===== config.mk =====
export PLATFORM = sky130hd
export DESIGN_NAME = quoted_token_scanner_top
export DESIGN_NICKNAME = d
export VERILOG_FILES = /design/src/hdl/qts_pkg.sv /design/src/hdl/qts_front.sv /design/src/hdl/qts_queue.sv /design/src/hdl/qts_back.sv /design/src/hdl/quoted_token_scanner_top.sv
export SDC_FILE = /design/constraint.sdc
export NUM_CORES = 1
export LEC_CHECK = 0
export BUFFER_PORTS_ARGS = -buffer_cell sky130_fd_sc_hd__buf_2
export CAP_MARGIN = 30
export CORE_MARGIN = 10
export CORE_UTILIZATION = 45
export DETAILED_ROUTE_END_ITERATION = 10
export PLACE_DENSITY_LB_ADDON = 0.25
export SLEW_MARGIN = 20
export SYNTH_ARGS = -nofsm -noshare
export SYNTH_HDL_FRONTEND = slang
export SYNTH_SLANG_ARGS = --single-unit

===== constraint.sdc =====
create_clock -name clk_i -period 16.2 [get_ports clk_i]
set_input_delay 2.43 -clock clk_i [delete_from_list [all_inputs] [get_ports clk_i]]
set_output_delay 2.43 -clock clk_i [all_outputs]
set_load 0.005 [all_outputs]

===== src/hdl/qts_pkg.sv =====
`timescale 1ns / 1ps
// Shared types, constants and helper functions of the quoted token scanner.
// No dependencies; every other file of the block refers to it by scoped names.
package qts_pkg;

  localparam int unsigned KeywordLength = 4;
  localparam int unsigned KwHeld        = KeywordLength - 1;
  localparam int unsigned MaxResults    = 4;
  localparam int unsigned QueueDepth    = 2;

  localparam logic [15:0] CapacityReset = 16'd256;

  localparam logic [7:0] CharN     = 8'h4E;
  localparam logic [7:0] CharU     = 8'h55;
  localparam logic [7:0] CharL     = 8'h4C;
  localparam logic [7:0] CharO     = 8'h4F;
  localparam logic [7:0] CharQuote = 8'h22;
  localparam logic [7:0] CaseBit   = 8'h20;

  typedef enum logic [1:0] {
    PhSkip,
    PhKeyword,
    PhQuote,
    PhWord
  } phase_e;

  typedef struct packed {
    logic [7:0] char_code;
    logic       end_of_input;
  } in_item_t;

  typedef struct packed {
    logic [7:0] out_char;
    logic       has_char;
    logic       token_last;
    logic       token_null;
  } out_item_t;

  // Everything one input item produces: kept characters in order, then an
  // optional terminator.
  typedef struct packed {
    logic [MaxResults-1:0][7:0] chars;
    logic [2:0]                 n_chars;
    logic                       term;
    logic                       term_null;
  } burst_t;

  function automatic logic is_space(logic [7:0] c);
    return (c inside {8'h20, [8'h09:8'h0D]});
  endfunction

  function automatic logic letter_is(logic [7:0] c, logic [7:0] upper);
    return (c | CaseBit) == (upper | CaseBit);
  endfunction

endpackage


===== src/hdl/qts_front.sv =====
`timescale 1ns / 1ps
// Front end: accepts characters, runs the token phase machine and builds one
// burst of results per item. Depends on qts_pkg.
module qts_front (
  input  logic             clk_i,
  input  logic             rst_ni,
  input  logic             in_valid_i,
  output logic             in_ready_o,
  input  qts_pkg::in_item_t in_item_i,
  input  logic             cfg_we_i,
  input  logic [15:0]      cfg_wdata_i,
  input  logic             full_i,
  output logic             push_o,
  output qts_pkg::burst_t  burst_o
);

  qts_pkg::phase_e phase_q, phase_d;
  logic [qts_pkg::KwHeld-1:0][7:0] kw_buf_q, kw_buf_d;
  logic [1:0]  kw_count_q, kw_count_d;
  logic [15:0] kept_q, kept_d;
  logic [15:0] capacity_q;

  logic        accept;
  logic [7:0]  c;
  logic        eoi;
  logic        nulo;
  logic [15:0] base;
  logic [qts_pkg::MaxResults-1:0]       allow;
  logic [qts_pkg::MaxResults-1:0][7:0]  cand;
  logic [2:0]  n_avail;
  logic [2:0]  n_keep;
  logic        term;
  logic        tnull;

  assign in_ready_o = !full_i;
  assign accept     = in_valid_i && !full_i;
  assign c          = in_item_i.char_code;
  assign eoi        = in_item_i.end_of_input;

  assign nulo = qts_pkg::letter_is(kw_buf_q[0], qts_pkg::CharN) &&
                qts_pkg::letter_is(kw_buf_q[1], qts_pkg::CharU) &&
                qts_pkg::letter_is(kw_buf_q[2], qts_pkg::CharL) &&
                qts_pkg::letter_is(c, qts_pkg::CharO);

  // A new token starts counting from zero.
  assign base = (phase_q == qts_pkg::PhSkip) ? 16'd0 : kept_q;

  always_comb begin
    for (int j = 0; j < qts_pkg::MaxResults; j++) begin
      allow[j] = ({1'b0, base} + 17'(j + 1)) < {1'b0, capacity_q};
    end
  end

  // Next phase
  always_comb begin
    phase_d = phase_q;
    if (accept) begin
      case (phase_q)
        qts_pkg::PhSkip: begin
          if (eoi) begin
            phase_d = qts_pkg::PhSkip;
          end else if (qts_pkg::is_space(c)) begin
            phase_d = qts_pkg::PhSkip;
          end else if (qts_pkg::letter_is(c, qts_pkg::CharN)) begin
            phase_d = qts_pkg::PhKeyword;
          end else if (c == qts_pkg::CharQuote) begin
            phase_d = qts_pkg::PhQuote;
          end else begin
            phase_d = qts_pkg::PhWord;
          end
        end
        qts_pkg::PhKeyword: begin
          if (eoi) begin
            phase_d = qts_pkg::PhSkip;
          end else if (kw_count_q < 2'(qts_pkg::KwHeld)) begin
            phase_d = qts_pkg::PhKeyword;
          end else if (nulo) begin
            phase_d = qts_pkg::PhSkip;
          end else begin
            phase_d = qts_pkg::PhWord;
          end
        end
        qts_pkg::PhQuote: begin
          if (eoi || c == qts_pkg::CharQuote) begin
            phase_d = qts_pkg::PhSkip;
          end
        end
        qts_pkg::PhWord: begin
          if (eoi || qts_pkg::is_space(c)) begin
            phase_d = qts_pkg::PhSkip;
          end
        end
        default: phase_d = qts_pkg::PhSkip;
      endcase
    end
  end

  // Outputs and data state
  always_comb begin
    cand       = '0;
    n_avail    = 3'd0;
    term       = 1'b0;
    tnull      = 1'b0;
    kw_buf_d   = kw_buf_q;
    kw_count_d = kw_count_q;
    if (accept) begin
      case (phase_q)
        qts_pkg::PhSkip: begin
          if (eoi) begin
            term = 1'b1;
          end else if (qts_pkg::is_space(c)) begin
            term = 1'b0;
          end else if (qts_pkg::letter_is(c, qts_pkg::CharN)) begin
            kw_buf_d[0] = c;
            kw_count_d  = 2'd1;
          end else if (c != qts_pkg::CharQuote) begin
            cand[0] = c;
            n_avail = 3'd1;
          end
        end
        qts_pkg::PhKeyword: begin
          if (eoi) begin
            cand[qts_pkg::KwHeld-1:0] = kw_buf_q;
            n_avail    = {1'b0, kw_count_q};
            term       = 1'b1;
            kw_count_d = 2'd0;
          end else if (kw_count_q < 2'(qts_pkg::KwHeld)) begin
            kw_buf_d[kw_count_q] = c;
            kw_count_d           = kw_count_q + 2'd1;
          end else if (nulo) begin
            term       = 1'b1;
            tnull      = 1'b1;
            kw_count_d = 2'd0;
          end else begin
            cand       = {c, kw_buf_q};
            n_avail    = 3'(qts_pkg::MaxResults);
            kw_count_d = 2'd0;
          end
        end
        qts_pkg::PhQuote: begin
          if (eoi || c == qts_pkg::CharQuote) begin
            term = 1'b1;
          end else begin
            cand[0] = c;
            n_avail = 3'd1;
          end
        end
        qts_pkg::PhWord: begin
          if (eoi || qts_pkg::is_space(c)) begin
            term = 1'b1;
          end else begin
            cand[0] = c;
            n_avail = 3'd1;
          end
        end
        default: term = 1'b0;
      endcase
    end
  end

  // Capacity allowance falls off monotonically, so the kept characters are a prefix.
  always_comb begin
    n_keep = 3'd0;
    for (int j = 0; j < qts_pkg::MaxResults; j++) begin
      if (3'(j) < n_avail && allow[j]) begin
        n_keep = 3'(j + 1);
      end
    end
  end

  always_comb begin
    kept_d = kept_q;
    if (accept) begin
      kept_d = term ? 16'd0 : base + {13'd0, n_keep};
    end
  end

  assign push_o            = accept && (n_keep != 3'd0 || term);
  assign burst_o.chars     = cand;
  assign burst_o.n_chars   = n_keep;
  assign burst_o.term      = term;
  assign burst_o.term_null = tnull;

  always_ff @(posedge clk_i or negedge rst_ni) begin
    if (!rst_ni) begin
      phase_q    <= qts_pkg::PhSkip;
      kw_count_q <= 2'd0;
      kept_q     <= 16'd0;
      capacity_q <= qts_pkg::CapacityReset;
    end else begin
      phase_q    <= phase_d;
      kw_count_q <= kw_count_d;
      kept_q     <= kept_d;
      if (cfg_we_i) begin
        capacity_q <= cfg_wdata_i;
      end
    end
  end

  always_ff @(posedge clk_i) begin
    kw_buf_q <= kw_buf_d;
  end

  a_kw_count_phase: assert property (@(posedge clk_i) disable iff (!rst_ni)
    (phase_q == qts_pkg::PhKeyword) == (kw_count_q != 2'd0))
    else $error("keyword count out of step with phase");

  a_term_resets: assert property (@(posedge clk_i) disable iff (!rst_ni)
    push_o && burst_o.term |=> phase_q == qts_pkg::PhSkip && kept_q == 16'd0)
    else $error("terminator did not return to skipping");

  a_burst_size: assert property (@(posedge clk_i) disable iff (!rst_ni)
    push_o |-> (4'(burst_o.n_chars) + 4'(burst_o.term)) <= 4'(qts_pkg::MaxResults))
    else $error("burst larger than the result limit");

endmodule


===== src/hdl/qts_queue.sv =====
`timescale 1ns / 1ps
// Short queue of result bursts between front and back end.
// Depends on qts_pkg for the burst type.
module qts_queue #(
  parameter int unsigned Depth = qts_pkg::QueueDepth
) (
  input  logic            clk_i,
  input  logic            rst_ni,
  input  logic            push_i,
  input  qts_pkg::burst_t push_data_i,
  output logic            full_o,
  input  logic            pop_i,
  output logic            head_valid_o,
  output qts_pkg::burst_t head_o
);

  localparam int unsigned PtrW = $clog2(Depth);
  localparam int unsigned CntW = $clog2(Depth + 1);

  qts_pkg::burst_t entries_q [Depth];
  logic [PtrW-1:0] wr_ptr_q, rd_ptr_q;
  logic [CntW-1:0] count_q;
  logic            do_push, do_pop;

  assign full_o       = count_q == CntW'(Depth);
  assign head_valid_o = count_q != '0;
  assign head_o       = entries_q[rd_ptr_q];
  assign do_push      = push_i && !full_o;
  assign do_pop       = pop_i && head_valid_o;

  always_ff @(posedge clk_i or negedge rst_ni) begin
    if (!rst_ni) begin
      wr_ptr_q <= '0;
      rd_ptr_q <= '0;
      count_q  <= '0;
    end else begin
      if (do_push) begin
        wr_ptr_q <= (wr_ptr_q == PtrW'(Depth - 1)) ? '0 : wr_ptr_q + 1'b1;
      end
      if (do_pop) begin
        rd_ptr_q <= (rd_ptr_q == PtrW'(Depth - 1)) ? '0 : rd_ptr_q + 1'b1;
      end
      if (do_push && !do_pop) begin
        count_q <= count_q + 1'b1;
      end else if (do_pop && !do_push) begin
        count_q <= count_q - 1'b1;
      end
    end
  end

  always_ff @(posedge clk_i) begin
    if (do_push) begin
      entries_q[wr_ptr_q] <= push_data_i;
    end
  end

  a_count_bound: assert property (@(posedge clk_i) disable iff (!rst_ni)
    count_q <= CntW'(Depth))
    else $error("queue count beyond depth");

  a_no_overflow: assert property (@(posedge clk_i) disable iff (!rst_ni)
    push_i |-> !full_o)
    else $error("burst pushed into a full queue");

  a_empty_ptrs: assert property (@(posedge clk_i) disable iff (!rst_ni)
    count_q == '0 |-> wr_ptr_q == rd_ptr_q)
    else $error("empty queue with pointers apart");

endmodule


===== src/hdl/qts_back.sv =====
`timescale 1ns / 1ps
// Back end: serialises the head burst into single results through an output
// register. Depends on qts_pkg.
module qts_back (
  input  logic               clk_i,
  input  logic               rst_ni,
  input  logic               head_valid_i,
  input  qts_pkg::burst_t    head_i,
  output logic               pop_o,
  output logic               out_valid_o,
  input  logic               out_ready_i,
  output qts_pkg::out_item_t out_item_o
);

  logic [1:0]         pos_q, pos_d;
  logic               out_valid_q, out_valid_d;
  qts_pkg::out_item_t out_q;
  qts_pkg::out_item_t slot;
  logic [2:0]         total;
  logic               last;
  logic               load;

  // Characters come first, the terminator after them.
  always_comb begin
    if ({1'b0, pos_q} < head_i.n_chars) begin
      slot.out_char   = head_i.chars[pos_q];
      slot.has_char   = 1'b1;
      slot.token_last = 1'b0;
      slot.token_null = 1'b0;
    end else begin
      slot.out_char   = 8'd0;
      slot.has_char   = 1'b0;
      slot.token_last = 1'b1;
      slot.token_null = head_i.term_null;
    end
  end

  assign total = head_i.n_chars + {2'd0, head_i.term};
  assign last  = ({1'b0, pos_q} + 3'd1) == total;
  assign load  = head_valid_i && (!out_valid_q || out_ready_i);
  assign pop_o = load && last;

  always_comb begin
    pos_d = pos_q;
    if (load) begin
      pos_d = last ? 2'd0 : pos_q + 2'd1;
    end
    out_valid_d = load || (out_valid_q && !out_ready_i);
  end

  always_ff @(posedge clk_i or negedge rst_ni) begin
    if (!rst_ni) begin
      pos_q       <= 2'd0;
      out_valid_q <= 1'b0;
    end else begin
      pos_q       <= pos_d;
      out_valid_q <= out_valid_d;
    end
  end

  always_ff @(posedge clk_i) begin
    if (load) begin
      out_q <= slot;
    end
  end

  assign out_valid_o = out_valid_q;
  assign out_item_o  = out_q;

  a_pos_needs_head: assert property (@(posedge clk_i) disable iff (!rst_ni)
    pos_q != 2'd0 |-> head_valid_i)
    else $error("serialiser mid-burst without a burst");

  a_burst_nonempty: assert property (@(posedge clk_i) disable iff (!rst_ni)
    head_valid_i |-> (head_i.n_chars != 3'd0 || head_i.term))
    else $error("empty burst at queue head");

  a_pop_rewinds: assert property (@(posedge clk_i) disable iff (!rst_ni)
    pop_o |=> pos_q == 2'd0)
    else $error("position not rewound after burst");

endmodule


===== src/hdl/quoted_token_scanner_top.sv =====
`timescale 1ns / 1ps
// Quoted token scanner: one character per transfer in, token characters and
// terminators out. The first result of an item is written into the burst queue and
// then loaded into the output register. One item is taken per cycle; an item with k
// results (at most 4) occupies the single output register one result at a time,
// buffered by the burst queue, and input stalls only while all queue entries are taken.
// Reset: phase returns to skipping, capacity to 256, queue and output empty.
module quoted_token_scanner_top #(
  parameter int unsigned QueueDepth = qts_pkg::QueueDepth
) (
  input  logic               clk_i,
  input  logic               rst_ni,
  input  logic               in_valid_i,
  output logic               in_ready_o,
  input  qts_pkg::in_item_t  in_item_i,
  output logic               out_valid_o,
  input  logic               out_ready_i,
  output qts_pkg::out_item_t out_item_o,
  input  logic               cfg_we_i,
  input  logic [15:0]        cfg_wdata_i
);

  logic            push;
  logic            full;
  logic            pop;
  logic            head_valid;
  qts_pkg::burst_t push_data;
  qts_pkg::burst_t head;

  qts_front u_front (
    .clk_i       (clk_i),
    .rst_ni      (rst_ni),
    .in_valid_i  (in_valid_i),
    .in_ready_o  (in_ready_o),
    .in_item_i   (in_item_i),
    .cfg_we_i    (cfg_we_i),
    .cfg_wdata_i (cfg_wdata_i),
    .full_i      (full),
    .push_o      (push),
    .burst_o     (push_data)
  );

  qts_queue #(
    .Depth (QueueDepth)
  ) u_queue (
    .clk_i        (clk_i),
    .rst_ni       (rst_ni),
    .push_i       (push),
    .push_data_i  (push_data),
    .full_o       (full),
    .pop_i        (pop),
    .head_valid_o (head_valid),
    .head_o       (head)
  );

  qts_back u_back (
    .clk_i        (clk_i),
    .rst_ni       (rst_ni),
    .head_valid_i (head_valid),
    .head_i       (head),
    .pop_o        (pop),
    .out_valid_o  (out_valid_o),
    .out_ready_i  (out_ready_i),
    .out_item_o   (out_item_o)
  );

endmodule

# Yosys cells after proc, flatten, opt, wreduce, memory -nomap -nowiden
# Memories as Yosys holds them, arrays and structs flattened.
# Cells that the tools add are included.
# word_totals
reg_bits,78
mem_bits_rw,74
output_inout_bits,13
elab_cells,180
in_bits,30
memories,1
# mem_list
name,words,width,read_ports,rd_clocked_by_memory_dff,write_ports,line,source
u_queue.entries_q,2,37,1,0,1,qts_queue.sv:20,qts_pkg::burst_t entries_q [Depth];
# classes
bitwise_logic,1
n_reduce_logical,38
mux,76
order_cmp,15
n_eq_ne,20
addsub,13
# ops
op,count
8-bit two-way mux,14
32-bit two-way mux,3
17-bit by 16-bit less-than comparator with 1-bit output,4
24-bit two-way mux,2
2-bit two-way mux,18
7-bit by 6-bit equality test with 1-bit output (second input constant),5
16-bit by 2-bit adder with 17-bit output (second input constant),2
16-bit two-way mux,2
8-bit case mux with 4 select lines,1
24-bit bitwise mux,1
3-bit two-way mux,8
1-bit two-way mux,20
1-bit logical AND,18
16-bit by 1-bit adder with 17-bit output (second input constant),1
16-bit by 3-bit adder with 17-bit output (second input constant),1
16-bit by 3-bit adder with 16-bit output,1
8-bit binary-select mux with 2-bit select,1
8-bit demux with 2-bit select,1
8-bit by 6-bit equality test with 1-bit output (second input constant),2
8-bit case mux with 2 select lines,1
3-bit case mux with 4 select lines,1
8-bit by 4-bit greater-or-equal comparator with 1-bit output (second input constant),1
8-bit by 4-bit less-or-equal comparator with 1-bit output (second input constant),1
2-bit inequality test (second input constant),4
other kinds (29),50

# Depth between registers and ports, before layout
# Gate-level depths: netlist (run 1).
# depth
word_depth,23
ltp_mapped,31
mapped_depth_nobuf,27

# Hierarchy
# Synthesis (run 1) repeated with hierarchy kept, for this count alone.
# unflattened
cells_unflattened,876
hier_area_um2,9481.6
# by_module_without_submodules
mod,cells_per_inst,instances,area_per_inst_um2,seq_area_each_um2
qts_front,684,1,5657.9,1622.8
qts_queue,134,1,2952.8,2322.2
qts_back,58,1,870.8,405.4

# Least setup slack after synthesis (run 1)
# No wires, ideal clock.
# synth_path
kind,input to register
from,input in_item_i[1] in the netlist's numbering
to,memory u_queue.entries_q[0][0] in the netlist's numbering (enable)
setup_time_ns,0.444
required_time_ns,15.756
path_buffers,0
path_stages,7
path_slack_ns,9.959
arrival_ns,5.797
cell_sequence,or3b_1 > or4b_1 > a31oi_1 > o31ai_2 > inv_1 > a21oi_1 > a21oi_1
# synth_lines
item,line,source
"start, declared",quoted_token_scanner_top.sv:15,"input qts_pkg::in_item_t in_item_i,"
"end, declared",qts_queue.sv:20,

==> results.py, run 1 <==
metrics = {
    "worst_setup_path": {
        "cp_max_fo": 23,
        "crit_family": "simple AND/OR/NAND/NOR gates",
        "critPathBufInv": 1,
        "critPathSlowestCell": "dfrtp_1",
        "arrival_ns": 6.97,
        "crit_type": "reg2reg",
        "crit_path_start_kind": "register",
        "max_stage_delay_ns": 0.81,
        "critical_path.most_common_cell": "nor2_1",
        "cp.required_ns": 16.52,
        "end_kind": "register",
    },
    "routing": {
        "via_count": 6638,
        "ant_nets": 0,
        "first_pass_iters": 5,
        "routed_wl_um": 22580,
        "drc": 0,
        "drtIter0Drc": 514,
        "drt-vias-per-instance": 5.645,
        "routedWlPerCell_um": 19.20,
    },
    "final_layout": {
        "fin_area_mm2": 0.01034,
        "area_growth_pct": 11.67,
        "fillers": 1801,
        "final_layout_size_suffix_gt1_share_pct": 14.02,
        "final_core_util_pct": 51.11,
        "diodes": 0,
        "layout.nets": 999,
    },
    "floorplan": {
        "initial_utilization_pct": 45.77,
        "die-width_um": 163.5,
        "rows": 52,
        "die_area_mm2": 0.02672,
        "die_h_um": 163.5,
        "io-pin-count": 43,
        "core_mm2": 0.02023,
    },
    "synthesis": {
        "synth_cell_types": 70,
        "syn_area_mm2": 0.009261,
        "synthCells": 862,
        "synth_fp_nets": 968,
        "postSynthAreaPerCell_um2": 10.74,
        "ys_ff_latch": 152,
        "synth_enable_flop_cells": 109,
        "async_flop_share_pct": 28.29,
        "yosysWarnings": 0,
        "synthFlopType": "edfxtp_1",
        "yosysSeqAreaShare_pct": 46.97,
    },
    "sta": {
        "grt_setup_unrepaired": "false",
        "tightestPinTransition_ns": 0.9439,
        "finalSetupViolCount": 0,
        "tns_ns": 0,
        "fin_skew_ns": 0.01097,
        "fmax_ghz": 0.1503,
        "slew_viol_final": 0,
        "slew_headroom_pct": 37.07,
        "period_share_pct": 41.06,
        "finalHoldViolations": 0,
        "layout_setup_ws_ns": 9.548,
        "min_period_ns": 6.652,
    },
    "clock_tree": {
        "ctsResizeCount": 0,
        "cts.sinks": 152,
        "numCtsBuffers": 17,
        "clk_latency_ns": 0.43,
        "clk_pin_slew_ns": 0.07,
        "cts_hold_buf": 0,
        "root_buffer": "clkbuf_16",
        "clk_path_buf_depth": 2,
        "cts_setup_buffers": 0,
        "htreeDepth": 4,
        "cts_tree": "yes",
    },
    "placement": {
        "place.gp.congestion": 0.9008,
        "post-place-ws_ns": 9.670,
        "place_hpwl_um": 16730,
        "port_buffers": 42,
        "dpl_cell_area_mm2": 0.009741,
    },
    "power": {
        "p_leak_nw": 4.180,
        "intPower_uw": 942.1,
        "comb_power_share_pct": 30.9,
        "power.total_mw": 1.464,
        "ir_drop_v": 0.00006945,
        "clkPwrFrac_pct": 27.0,
        "seq_power_share_pct": 42.0,
        "powerDensity_mw_per_mm2": 141.5,
        "p_switching_uw": 521.6,
        "swShare_pct": 35.64,
    },
    "global_route": {
        "grt_max_degree": 44,
        "antenna_found_initial": 0,
        "grt.total_usage_pct": 17.26,
        "first_global_vias": 6534,
        "grt-ovfl-total": 0,
        "grt_pass1_wl_um": 36540,
    },
    "status": {
        "status": "finished, final reports clean",
    },
    "run": {
        "cap_viol_max_count": 0,
    },
    "min_path": {
        "hp-class": "reg2reg",
    },
}
## sequential cells by signal (all words and copies together), names as in the netlist
name,flops
u_front.kw_count_q,2
u_back.pos_q,2
u_back.out_valid_o,1
u_front.kw_buf_q,24
u_front.phase_q,2
u_queue.wr_ptr_q,1
u_back.out_item_o,11
u_front.capacity_q,16
u_queue.count_q,2
u_queue.rd_ptr_q,1
u_queue.entries_q,74
u_front.kept_q,16
## power by group through the flow
stage / Combinational (mW) / Sequential (mW) / Clock, mW
after floorplan: 0.350 / 0.584 / 0
after global placement: 0.447 / 0.618 / 0
after detailed placement: 0.456 / 0.624 / 0
after CTS: 0.458 / 0.616 / 0.402
after global routing: 0.504 / 0.627 / 0.418
final: 0.453 / 0.615 / 0.396
## worst min-delay path: stages, from the launching register on
cell and delay (ns):
dfrtp_1 0.34, nand2b_1 0.07, nand2_1 0.05
## per-stage QoR
stage,std cells,hold slack (ns)
global placement,1143,0.4721
global route,1176,0.5388
detailed placement,1144,0.4849
floorplan,862,0.4556
CTS,1176,0.5006
finish,1176,0.4928
## Yosys cell counts (all sizes together) (21+ instances only)
master / n / area (um^2)
a21o: 21 / 157.7
a21oi: 40 / 204.0
and2: 28 / 183.9
clkbuf: 30 / 112.6
dfrtp: 42 / 1051
edfxtp: 109 / 3273
ha: 75 / 938.4
inv: 31 / 116.4
nand2: 80 / 302.8
nand3: 29 / 145.1
nor2: 73 / 274.0
o21ai: 53 / 265.3
xnor2: 26 / 227.7
xor2: 31 / 271.5
## cells in the final DEF (no fill, tap or decap), drive strengths merged, types with 5 or more instances in the layout
master	n
inv	38
clkinv	6
nor3	17
nor2b	14
nand2	80
or3	11
and2	28
a21o	21
dfrtp	42
a211oi	5
nand2b	9
ha	75
nor4	7
buf	51
clkbuf	17
nand3	29
xor2	31
edfxtp	109
nor2	73
a22oi	5
a21oi	40
mux4	16
o21ai	53
nand4	16
mux2i	13
a31oi	6
xnor2	26
and3	8
## final cells by class
type	count	area (um^2)	area share [%]
clock inverters	15	176.4	1.706
inverters	31	116.4	1.125
clock buffers	17	425.4	4.113
repair buffers	51	281.5	2.722
flip-flops and latches	152	4350	42.06
well taps	270	337.8	3.266
multi-input cells	640	4654	45.00
## per-layer routing
metal / share of wire (%) / GRT usage, %
met5: 0 / 0
met4: 1.3 / 4.346
met3: 4.6 / 3.046
met2: 48 / 28.13
met1: 46 / 23.32
## kinds of logic after synthesis
logic type / Yosys count / share of synthesized area, %
DFF: 152 / 46.97
and+or+nand+nor: 312 / 17.37
xor gates and xnor gates: 57 / 5.390
AOI/OAI and AO/OA: 163 / 11.36
adders and majority gates: 76 / 10.35
muxes: 32 / 5.661
buffers and inverters: 70 / 2.891
## final timing paths
check | from | endpoint | slack (ns) | cells after the start
max | u_front.phase_q[0] | u_front.kept_q[11] | 9.55 | 25
min reg2reg | u_back.out_valid_o | u_back.out_valid_o | 0.49 | 2
max in group asynchronous | rst_ni | u_front.kept_q[11] | 13.68 | 2
min in group asynchronous | rst_ni | u_front.capacity_q[1] | 2.10 | 2
max reg2reg | u_front.phase_q[0] | u_front.kept_q[11] | 9.55 | 25
min | u_back.out_valid_o | u_back.out_valid_o | 0.49 | 2
Power figures use the tool's default switching activity.
==> run 2, diff against run 1 <==
==> constraint.sdc (replaced) <==
create_clock -name clk_i -period 6.8 [get_ports clk_i]
set_input_delay 1.02 -clock clk_i [delete_from_list [all_inputs] [get_ports clk_i]]
set_output_delay 1.02 -clock clk_i [all_outputs]
set_load 0.005 [all_outputs]
==> results.py, run 2 (synthesis gave the netlist of run 1 again) <==
metrics = {
    "status": {
        "status": "finished, final reports clean",
    },
    "floorplan": {
        "die_h_um": 163.5,
        "rows": 52,
        "io-pin-count": 43,
        "die-width_um": 163.5,
        "die_area_mm2": 0.02672,
        "initial_utilization_pct": 45.77,
        "core_mm2": 0.02023,
    },
    "sta": {
        "period_share_pct": 91.75,
        "fin_skew_ns": 0.01719,
        "slew_headroom_pct": 39.96,
        "slew_viol_final": 0,
        "fmax_ghz": 0.1603,
        "tns_ns": 0,
        "grt_setup_unrepaired": "false",
        "tightestPinTransition_ns": 0.9005,
        "min_period_ns": 6.239,
        "finalHoldViolations": 0,
        "finalSetupViolCount": 0,
    },
    "placement": {
        "port_buffers": 42,
        "place_hpwl_um": 16580,
        "place.gp.congestion": 0.9131,
        "dpl_cell_area_mm2": 0.009752,
    },
    "final_layout": {
        "regMostFlops": "u_queue.entries_q",
        "layout.nets": 999,
        "most-common-layout-cells": "edfxtp_1, nand2_1, ha_1",
        "fin_area_mm2": 0.01037,
        "largest_register_ffs": 74,
        "area_growth_pct": 11.96,
        "final_layout_size_suffix_gt1_share_pct": 14.13,
        "fillers": 1807,
        "multi_input_area_mm2": 0.004657,
        "diodes": 0,
        "layout_commonest_cell": "edfxtp_1",
        "seq_area_mm2": 0.004350,
        "largestRegisters": "u_queue.entries_q: 74 flops, u_front.kw_buf_q: 24 flops",
    },
    "routing": {
        "first_pass_iters": 5,
        "routedWlPerCell_um": 18.91,
        "via_count": 6556,
        "drc": 0,
        "routed_wl_um": 22240,
        "drtIter0Drc": 407,
        "drt-vias-per-instance": 5.575,
        "ant_nets": 0,
    },
    "power": {
        "p_leak_nw": 4.197,
        "powerDensity_mw_per_mm2": 338.1,
        "ir_drop_v": 0.0001925,
        "power.total_mw": 3.506,
    },
    "global_route": {
        "grt_max_degree": 38,
        "first_global_vias": 6417,
        "grt_pass1_wl_um": 35360,
        "grt.total_usage_pct": 16.87,
        "grt-ovfl-total": 0,
        "antenna_found_initial": 0,
    },
    "clock_tree": {
        "clk_path_buf_depth": 2,
        "root_buffer": "clkbuf_16",
        "cts_hold_buf": 0,
        "cts_setup_buffers": 0,
        "clk_pin_slew_ns": 0.07,
        "numCtsBuffers": 17,
        "ctsResizeCount": 0,
        "cts_tree": "yes",
        "cts.sinks": 152,
        "clk_latency_ns": 0.43,
        "htreeDepth": 4,
    },
    "worst_setup_path": {
        "critPathBufInv": 2,
        "end_kind": "register",
        "crit_type": "reg2reg",
        "critPathSlowestCell": "dfrtp_1",
        "crit_family": "simple AND/OR/NAND/NOR gates",
        "crit_path_start_kind": "register",
        "cp.required_ns": 7.12,
        "max_stage_delay_ns": 0.76,
        "arrival_ns": 6.56,
        "cp_max_fo": 23,
    },
    "min_path": {
        "hp-class": "reg2reg",
    },
    "run": {
        "cap_viol_max_count": 0,
    },
}
==> run 2: cell count changes in the layout (fill, tap and decap cells not counted), sizes merged <==
cell	previous run	this run
clkinvlp	2	0
clkinv	6	7
inv	38	39
==> run 2: metrics by stage <==
stage / hold WS (ns) / std cells / utilization [%] / worst slack (ns)
after floorplan: 0.4556 / 862 / - / 1.046
after global placement: 0.4749 / 1143 / 48.08 / 0.8181
after detailed placement: 0.4980 / 1144 / 48.19 / 0.7385
after CTS: 0.5141 / 1176 / 51.24 / 0.7121
after global routing: 0.5422 / 1176 / 51.24 / 0.05170
final: 0.5026 / 1176 / 51.24 / 0.5612
==> run 2: final timing paths <==
| kind | startpoint | end | slack (ns) | cells past startpoint |
|---|---|---|---|---|
| setup / recovery | u_front.phase_q[0] | u_front.kept_q[11] | 0.56 | 25 |
| hold / removal | u_back.out_valid_o | u_back.out_valid_o | 0.50 | 2 |
| setup reg to reg | u_front.phase_q[0] | u_front.kept_q[11] | 0.56 | 25 |
| hold reg to reg | u_back.out_valid_o | u_back.out_valid_o | 0.50 | 2 |
| max in group asynchronous | rst_ni | u_front.kept_q[0] | 5.71 | 2 |
| min in group asynchronous | rst_ni | u_back.pos_q[0] | 0.57 | 1 |
==> run 2: cell type report <==
class / count / share of cell area [%]
tap: 270 / 3.258
multi-input combinational: 640 / 44.91
clock buffer: 17 / 4.103
clock inverter: 15 / 1.846
timing repair buffer: 51 / 2.800
sequential: 152 / 41.96
inverter: 31 / 1.122
==> run 2: worst register-to-register path: stages, from the launching register on <==
cell	delay, ns
dfrtp_1	0.76
or2_1	0.23
buf_4	0.22
nand2_1	0.12
inv_1	0.14
ha_1	0.37
nand4_1	0.28
nor2_1	0.34
nand3_1	0.14
xor2_1	0.17
nor2_1	0.11
ha_1	0.25
a21oi_1	0.12
o21ai_0	0.09
a221oi_1	0.39
and4_1	0.34
a2bb2oi_1	0.34
ha_1	0.25
a21o_1	0.13
a21oi_1	0.13
or2_2	0.31
nor3_1	0.37
nand2b_1	0.17
nor2_1	0.11
o21ai_0	0.08
a21o_1	0.20
==> run 2: report_power, final <==
| part | internal, mW | total (mW) | switching (mW) |
|---|---|---|---|
| combinational | 0.452 | 1.09 | 0.633 |
| clock | 0.505 | 0.962 | 0.457 |
| sequential | 1.30 | 1.46 | 0.157 |
==> run 2: routing by layer <==
| metal | share of wire (%) | GRT usage [%] | wire length (um) | up-vias |
|---|---|---|---|---|
| met5 | 0 | 0 | 0 | - |
| met4 | 1.7 | 5.402 | 369 | 0 |
| met3 | 4.0 | 2.693 | 894 | 25 |
| met2 | 49 | 27.57 | 10820 | 166 |
| met1 | 46 | 22.46 | 10160 | 3131 |
| li1 | - | - | - | 3234 |
